==> config.mk <==
export PLATFORM = sky130hd
export DESIGN_NAME = integer_to_roman_numeral_unit
export DESIGN_NICKNAME = d
export VERILOG_FILES = /design/src/hw/rtl/irn_pkg.sv /design/src/hw/rtl/integer_to_roman_numeral_unit.sv
export SDC_FILE = /design/constraint.sdc
export NUM_CORES = 1
export LEC_CHECK = 0
export BUFFER_PORTS_ARGS = -buffer_cell sky130_fd_sc_hd__clkbuf_2
export CAP_MARGIN = 10
export CORE_UTILIZATION = 64
export DETAILED_ROUTE_END_ITERATION = 12
export PLACE_DENSITY = 0.88
export SLEW_MARGIN = 20
export SYNTH_ARGS = -nofsm -noshare
export SYNTH_HDL_FRONTEND = slang
export SYNTH_SLANG_ARGS = --single-unit
==> constraint.sdc <==
create_clock -name clk_i -period 5.41 [get_ports clk_i]
set_input_delay 0.8115 -clock clk_i [delete_from_list [all_inputs] [get_ports clk_i]]
set_output_delay 0.8115 -clock clk_i [all_outputs]
set_load 0.05 [all_outputs]
==> src/hw/rtl/irn_pkg.sv <==
package irn_pkg;

  typedef logic [11:0] value_t;
  typedef logic [2:0]  sym_t;
  typedef logic [3:0]  pc_t;

  // roman symbol codes, the five and ten symbols of a place are unit+1 and unit+2
  localparam sym_t SYM_I = 3'd0;
  localparam sym_t SYM_X = 3'd2;
  localparam sym_t SYM_C = 3'd4;
  localparam sym_t SYM_M = 3'd6;

  localparam value_t MAX_VALUE = 12'd3999;
  localparam value_t NEVER     = 12'hFFF;

  typedef enum logic [2:0] {
    OP_IDLE  = 3'd0,
    OP_ERR   = 3'd1,
    OP_MAIN  = 3'd2,
    OP_NINE2 = 3'd3,
    OP_FOUR2 = 3'd4
  } op_e;

  // microprogram step addresses
  localparam pc_t PC_IDLE = 4'd0;
  localparam pc_t PC_ERR  = 4'd1;
  localparam pc_t PC_M    = 4'd2;
  localparam pc_t PC_C    = 4'd3;
  localparam pc_t PC_C9   = 4'd4;
  localparam pc_t PC_C4   = 4'd5;
  localparam pc_t PC_X    = 4'd6;
  localparam pc_t PC_X9   = 4'd7;
  localparam pc_t PC_X4   = 4'd8;
  localparam pc_t PC_I    = 4'd9;
  localparam pc_t PC_I9   = 4'd10;
  localparam pc_t PC_I4   = 4'd11;

  typedef struct packed {
    op_e    op;
    sym_t   unit;
    value_t w1;
    value_t w4;
    value_t w5;
    value_t w9;
    pc_t    jmp_nine;
    pc_t    jmp_four;
  } uword_t;

  function automatic uword_t urow(op_e op, sym_t unit, value_t w1, value_t w4,
                                  value_t w5, value_t w9, pc_t j9, pc_t j4);
    uword_t w;
    w.op       = op;
    w.unit     = unit;
    w.w1       = w1;
    w.w4       = w4;
    w.w5       = w5;
    w.w9       = w9;
    w.jmp_nine = j9;
    w.jmp_four = j4;
    return w;
  endfunction

  // control store
  function automatic uword_t ucode(pc_t pc);
    uword_t w;
    unique case (pc)
      PC_ERR: w = urow(OP_ERR, SYM_I, NEVER, NEVER, NEVER, NEVER, PC_IDLE, PC_IDLE);
      PC_M:   w = urow(OP_MAIN, SYM_M, 12'd1000, NEVER, NEVER, NEVER, PC_IDLE, PC_IDLE);
      PC_C:   w = urow(OP_MAIN, SYM_C, 12'd100, 12'd400, 12'd500, 12'd900, PC_C9, PC_C4);
      PC_C9:  w = urow(OP_NINE2, SYM_C, 12'd100, 12'd400, 12'd500, 12'd900, PC_C9, PC_C4);
      PC_C4:  w = urow(OP_FOUR2, SYM_C, 12'd100, 12'd400, 12'd500, 12'd900, PC_C9, PC_C4);
      PC_X:   w = urow(OP_MAIN, SYM_X, 12'd10, 12'd40, 12'd50, 12'd90, PC_X9, PC_X4);
      PC_X9:  w = urow(OP_NINE2, SYM_X, 12'd10, 12'd40, 12'd50, 12'd90, PC_X9, PC_X4);
      PC_X4:  w = urow(OP_FOUR2, SYM_X, 12'd10, 12'd40, 12'd50, 12'd90, PC_X9, PC_X4);
      PC_I:   w = urow(OP_MAIN, SYM_I, 12'd1, 12'd4, 12'd5, 12'd9, PC_I9, PC_I4);
      PC_I9:  w = urow(OP_NINE2, SYM_I, 12'd1, 12'd4, 12'd5, 12'd9, PC_I9, PC_I4);
      PC_I4:  w = urow(OP_FOUR2, SYM_I, 12'd1, 12'd4, 12'd5, 12'd9, PC_I9, PC_I4);
      default: w = urow(OP_IDLE, SYM_I, NEVER, NEVER, NEVER, NEVER, PC_IDLE, PC_IDLE);
    endcase
    return w;
  endfunction

  // first decimal place that still holds a nonzero digit
  function automatic pc_t place_pc(value_t r);
    pc_t pc;
    priority if (r == '0) begin
      pc = PC_IDLE;
    end else if (r >= 12'd1000) begin
      pc = PC_M;
    end else if (r >= 12'd100) begin
      pc = PC_C;
    end else if (r >= 12'd10) begin
      pc = PC_X;
    end else begin
      pc = PC_I;
    end
    return pc;
  endfunction

endpackage

==> src/hw/rtl/integer_to_roman_numeral_unit.sv <==
// integer to roman numeral unit
//
// a transaction is taken at a rising edge with start high and busy low; value_i
// is the binary integer (1 to 3999 is valid). the numeral leaves one symbol per
// cycle, most significant first, each on symbol_o for one cycle with strobe_o
// high; last_o marks the final symbol of the transaction. a value of 0 or above
// 3999 gives one result with error_o and last_o set and symbol I.
//
// the accepting edge loads the first step into the program counter, and that
// step's symbol is registered onto symbol_o with strobe_o. a small microprogram
// steps a remainder register through the places and emits exactly one symbol
// per step, skipping zero digits; a numeral has 1 to 15 symbols. busy drops as
// the last symbol shows, and the next transaction can be taken at the edge
// that takes that last symbol.
//
// reset returns the sequencer to idle and clears the strobe; nothing else is
// kept between transactions. the receiver cannot stall: every strobed result
// is taken in its cycle.
module integer_to_roman_numeral_unit
  import irn_pkg::*;
(
  input  logic        clk_i,
  input  logic        rst_ni,
  input  logic        start,
  output logic        busy,
  input  logic [11:0] value_i,
  output logic        strobe_o,
  output logic [2:0]  symbol_o,
  output logic        last_o,
  output logic        error_o
);

  pc_t    pc_q, pc_d;
  value_t r_q, r_d;
  logic   strobe_q, strobe_d;
  sym_t   symbol_q, symbol_d;
  logic   last_q, last_d;
  logic   error_q, error_d;
  uword_t uw;
  logic   advance;

  assign uw   = ucode(pc_q);
  assign busy = (pc_q != PC_IDLE);

  always_comb begin
    pc_d     = pc_q;
    r_d      = r_q;
    strobe_d = 1'b0;
    symbol_d = symbol_q;
    last_d   = 1'b0;
    error_d  = 1'b0;
    advance  = 1'b0;
    unique case (uw.op)
      OP_IDLE: begin
        if (start) begin
          r_d = value_i;
          if (value_i == '0 || value_i > MAX_VALUE) begin
            pc_d = PC_ERR;
          end else begin
            pc_d = place_pc(value_i);
          end
        end
      end
      OP_ERR: begin
        strobe_d = 1'b1;
        symbol_d = SYM_I;
        last_d   = 1'b1;
        error_d  = 1'b1;
        pc_d     = PC_IDLE;
      end
      OP_MAIN: begin
        strobe_d = 1'b1;
        priority if (r_q >= uw.w9) begin
          // first half of a subtractive nine
          symbol_d = uw.unit;
          pc_d     = uw.jmp_nine;
        end else if (r_q >= uw.w5) begin
          symbol_d = uw.unit + 3'd1;
          r_d      = r_q - uw.w5;
          advance  = 1'b1;
        end else if (r_q >= uw.w4) begin
          symbol_d = uw.unit;
          pc_d     = uw.jmp_four;
        end else begin
          symbol_d = uw.unit;
          r_d      = r_q - uw.w1;
          advance  = 1'b1;
        end
      end
      OP_NINE2: begin
        strobe_d = 1'b1;
        symbol_d = uw.unit + 3'd2;
        r_d      = r_q - uw.w9;
        advance  = 1'b1;
      end
      OP_FOUR2: begin
        strobe_d = 1'b1;
        symbol_d = uw.unit + 3'd1;
        r_d      = r_q - uw.w4;
        advance  = 1'b1;
      end
    endcase
    if (advance) begin
      // jump straight to the next nonzero place, or finish
      pc_d   = place_pc(r_d);
      last_d = (r_d == '0);
    end
  end

  always_ff @(posedge clk_i or negedge rst_ni) begin
    if (!rst_ni) begin
      pc_q     <= PC_IDLE;
      strobe_q <= 1'b0;
      last_q   <= 1'b0;
      error_q  <= 1'b0;
    end else begin
      pc_q     <= pc_d;
      strobe_q <= strobe_d;
      last_q   <= last_d;
      error_q  <= error_d;
    end
  end

  always_ff @(posedge clk_i) begin
    r_q      <= r_d;
    symbol_q <= symbol_d;
  end

  assign strobe_o = strobe_q;
  assign symbol_o = symbol_q;
  assign last_o   = last_q;
  assign error_o  = error_q;

  // symbols of one transaction leave back to back
  assert property (@(posedge clk_i) disable iff (!rst_ni)
    strobe_o && !last_o |=> strobe_o)
    else $error("gap inside a numeral");

  // an error result stands alone
  assert property (@(posedge clk_i) disable iff (!rst_ni)
    strobe_o && error_o |-> last_o && symbol_o == SYM_I)
    else $error("malformed error result");

  // the final symbol shows only once the sequencer is free again
  assert property (@(posedge clk_i) disable iff (!rst_ni)
    strobe_o && last_o |-> !busy)
    else $error("last symbol while still busy");

  // a newly taken transaction has nothing in flight behind it
  assert property (@(posedge clk_i) disable iff (!rst_ni)
    start && !busy |=> !strobe_o && busy)
    else $error("stale result after accept");

endmodule

==> reports/qor_table.md <==
| Step | Result | Reported |
| --- | --- | --- |
| synthesis | Synthesis-stage register bit count | 22 |
| global route | Overall Global Routing Usage | 44.7% |
| global route | First-pass GRT wire length | 24,600 microns |
| critical path | CP Buf/Inv Count | 2 |
| clock network | Clock tree from TritonCTS | yes |
| synthesis | Number of nets in the synthesized netlist | 634 |
| finish | Area overhead of the layout relative to synthesis | 4.99% |
| synthesis | Most used flip-flop cell after synthesis | sky130_fd_sc_hd__dfxtp_1 |
| worst hold path | Worst hold path type | in -> async |
| timing | Slew at the pin closest to its max-slew limit | 782 ps |
| critical path | Reg-to-reg critical path endpoint | pc_q[0]$_DFFE_PN0P_ |
| synthesis | Number of synthesized flops with an enable pin | 3 |
| synthesis | Async S/R FF share, synth | 31.8% |
| critical path | Cells on worst reg2reg path | 15 |
| route | TritonRoute pass-1 iters | 5 |
| clock network | Clk Latency, worst-skew pair | 270 ps |
| route | Remaining routing DRC violations | 0 |
| floorplan | Die outline area | 0.00695 sq mm |
| status | Run status | complete, no violations |
| route | Top Metal Used | met4 |
| clock network | H-tree levels | 1 |
| floorplan | Top-level port count | 22 |
| critical path | Largest driver fanout on the critical path | 12 |
| route | Number of nets with antenna violations after detailed routing | 0 |
| timing | Max-slew headroom at the worst pin | 47.7% |
| placement | Placed wire-length estimate | 12,300 microns |
| synthesis | Post-synthesis instance area | 0.00424 sq mm |
| finish | Ratio of cells with drive above 1 in the final layout | 10.8% |
| critical path | Worst-path cell with the longest stage delay | sky130_fd_sc_hd__or4_1 |
| critical path | Kind of end point of the critical path | register |
| finish | Commonest non-fill, non-tap cell in the layout | sky130_fd_sc_hd__a21oi_1 |
| timing | Final-report max-slew violation count | 0 |
| synthesis | Proportion of synthesized chip area in sequential cells | 11.9% |
| finish | FF/Latch Area | 505 sq um |
| critical path | Setup slack of the most critical reg-to-reg path | 250 ps |
| timing | Final setup vio count | 0 |
| critical path | Top Family by Delay on Critical Path | compound AO/OA/AOI/OAI gates |
| floorplan | Core Area | 0.00639 sq mm |
| finish | Count of filler cells inserted in the layout | 552 |
| clock network | Num CTS Buffers | 3 |
| route | Total via count after detailed routing | 5,028 |
| timing | Max Clock Freq | 194 MHz |
| floorplan | Total number of placement rows | 29 |
| placement | Count of input and output buffers | 21 |
| finish | Layout Nets | 644 |
| clock network | Root Buffer | sky130_fd_sc_hd__clkbuf_8 |
| synthesis | Gate count of the mapped netlist | 574 |
| timing | Final hold viol count | 0 |
| finish | Ant diodes | 0 |
| route | Met2 Routed Length | 6870 microns |
| route | DR WL/cell | 23.7 microns |
| route | Vias per cell | 7.62 |
| route | Met3 wirelength from detailed routing | 1750 microns |
| critical path | Path type of the worst setup path | reg -> reg |
| critical path | Worst Path Required | 5590 ps |
| global route | Antenna violations before repair | 0 |
| critical path | Largest stage delay, worst path | 580 ps |
| placement | Instance area at placement | 0.00441 sq mm |
| global route | Number of global-route vias before repair | 4,688 |
| floorplan | Die Width | 83.4 microns |
| timing | Setup repair after global routing missed its margin | no |
| synthesis | Cell variety after synth | 81 |
| floorplan | Die boundary height | 83.4 microns |
| floorplan | Initial standard-cell utilization of the core | 66.4% |
| timing | Fin crit period | 5160 ps |
| clock network | Clock slew seen by the registers of the worst setup and hold paths | 80 ps |
| timing | Max Clock Skew | 0.848 ps |
| synthesis | Average cell area after synthesis | 7.39 sq um |
| route | Final WL | 15,600 microns |
| critical path | Arrival time at the worst endpoint | 5340 ps |
| finish | Highest-count cells in the layout ignoring fill and taps | sky130_fd_sc_hd__a21oi_1, sky130_fd_sc_hd__nor2_1, sky130_fd_sc_hd__ha_1 |
| clock network | Maximum buffer depth of the clock tree | 2 |
| global route | Largest net degree at the start of global routing | 20 |
| synthesis | Synthesis warning total | 0 |
| global route | Grt total ovfl | 0 |
| placement | Global placer's final weighted congestion | 1.02 |
| route | Met1 Routed Length | 5990 microns |
| route | Iteration-0 DRC count of the detailed router | 623 |
| timing | Post-Route Setup TNS | 0 ps |
| clock network | Total of cells resized after clock tree synthesis | 0 |
| finish | Total area of multi-input combinational cells | 0.00352 sq mm |
| clock network | Number of buffers inserted by hold repair at cts | 0 |
| timing | Portion of the clock cycle consumed by the worst path in the final layout | 95.4% |
| critical path | Critical path cell sequence | ha_1 > o21ai_0 > inv_1 > buf_4 > ha_1 > a21oi_1 > o21ai_1 > a211o_1 > or4_1 > a31o_1 > o221a_4 > o211a_1 > o32ai_1 > a21oi_1 > o31ai_1 |
| flow run | Max Cap Viol | 0 |
| clock network | Clock sinks | 22 |
| critical path | Type of element launching the critical path | register |
| finish | Post-Layout Inst Area | 0.00445 sq mm |
| clock network | Number of buffers added for setup after CTS | 0 |
| critical path | R2R Path Start | pc_q[1]$_DFFE_PN0P_ |
worst reg2reg max path: cells and delay by family (launching register included):
family | cells | cell delay, ps
buf+inv | 2 | 350
flops | 1 | 530
compound gates | 10 | 2870
fa+ha+maj | 2 | 740
simple gates | 1 | 590
routing by layer:
layer	GRT usage, %	vias up
li1	-	2252
met1	56.1	2294
met2	71.5	388
met3	8.45	94
met4	25.2	0
met5	0	-
state kept, by name (all words and copies together), names as in the netlist:
signal and cells:
error_o 1, pc_q 4, strobe_o 1, r_q 12, last_o 1, symbol_o 3
cell usage after synthesis, types with 5 or more instances:
master / n / area (sq um)
sky130_fd_sc_hd__nand2b_1: 15 / 93.8
sky130_fd_sc_hd__a21oi_1: 58 / 290
sky130_fd_sc_hd__o211ai_1: 9 / 67.6
sky130_fd_sc_hd__dfxtp_1: 12 / 240
sky130_fd_sc_hd__xor2_1: 11 / 96.3
sky130_fd_sc_hd__clkbuf_1: 11 / 41.3
sky130_fd_sc_hd__nand3_1: 21 / 105
sky130_fd_sc_hd__mux2_2: 6 / 67.6
sky130_fd_sc_hd__o31ai_1: 6 / 45.0
sky130_fd_sc_hd__and3_1: 6 / 37.5
sky130_fd_sc_hd__o21ai_1: 5 / 25.0
sky130_fd_sc_hd__buf_2: 13 / 65.1
sky130_fd_sc_hd__mux2i_1: 13 / 130
sky130_fd_sc_hd__o22ai_1: 11 / 68.8
sky130_fd_sc_hd__a21oi_2: 5 / 43.8
sky130_fd_sc_hd__xnor2_1: 13 / 114
sky130_fd_sc_hd__o32ai_1: 6 / 52.6
sky130_fd_sc_hd__inv_1: 24 / 90.1
sky130_fd_sc_hd__a211oi_1: 10 / 75.1
sky130_fd_sc_hd__nor3_1: 12 / 60.1
sky130_fd_sc_hd__o21a_1: 9 / 67.6
sky130_fd_sc_hd__nand2_1: 39 / 146
sky130_fd_sc_hd__a31oi_1: 10 / 62.6
sky130_fd_sc_hd__ha_1: 42 / 526
sky130_fd_sc_hd__o21ai_0: 29 / 145
sky130_fd_sc_hd__nand4_1: 13 / 81.3
sky130_fd_sc_hd__a21o_1: 15 / 113
sky130_fd_sc_hd__nor2_1: 42 / 158
sky130_fd_sc_hd__dfrtp_1: 7 / 175
sky130_fd_sc_hd__o221ai_1: 6 / 52.6
how the worst max path moves through the flow:
stage | to | start | cells after the start | slack (ps)
2_1_floorplan | pc_q[3]$_DFFE_PN0P_ | pc_q[2]$_DFFE_PN0P_ | 17 | 940
3_3_place_gp | pc_q[0]$_DFFE_PN0P_ | pc_q[1]$_DFFE_PN0P_ | 17 | 610
3_5_place_dp | pc_q[0]$_DFFE_PN0P_ | pc_q[1]$_DFFE_PN0P_ | 15 | 420
4_1_cts | pc_q[0]$_DFFE_PN0P_ | pc_q[1]$_DFFE_PN0P_ | 15 | 390
5_1_grt | pc_q[0]$_DFFE_PN0P_ | pc_q[1]$_DFFE_PN0P_ | 17 | 20
6_report | pc_q[0]$_DFFE_PN0P_ | pc_q[1]$_DFFE_PN0P_ | 15 | 250
cell families after synthesis:
| family | synth area share (%) |
|---|---|
| compound gates | 37.4 |
| simple gates | 22.1 |
| buf+inv | 5.08 |
| fa+ha+maj | 13.8 |
| xor+xnor | 4.96 |
| flops | 11.9 |
| mux | 4.66 |
per-stage QoR:
step           hold slack (ps)  setup WS (ps)  utilization [%]  instances
2_1_floorplan              474            937                -        574
5_1_grt                    372           17.9             69.7        660
6_report                   360            248             69.7        660
3_3_place_gp               531            613             69.0        656
4_1_cts                    368            386             69.7        660
3_5_place_dp               584            416             69.0        656
cell type report:
type,count,share of cell area (%)
sequential,22,11.4
inverter,24,2.02
tap,77,2.16
clock buffer,3,0.927
timing repair buffer,33,4.38
clock inverter,1,0.0843
multi-input combinational,500,79.1
Power is left out: the tool's default activity adds up to more than one toggle a clock period on the data nets, which glitch-free logic cannot reach.
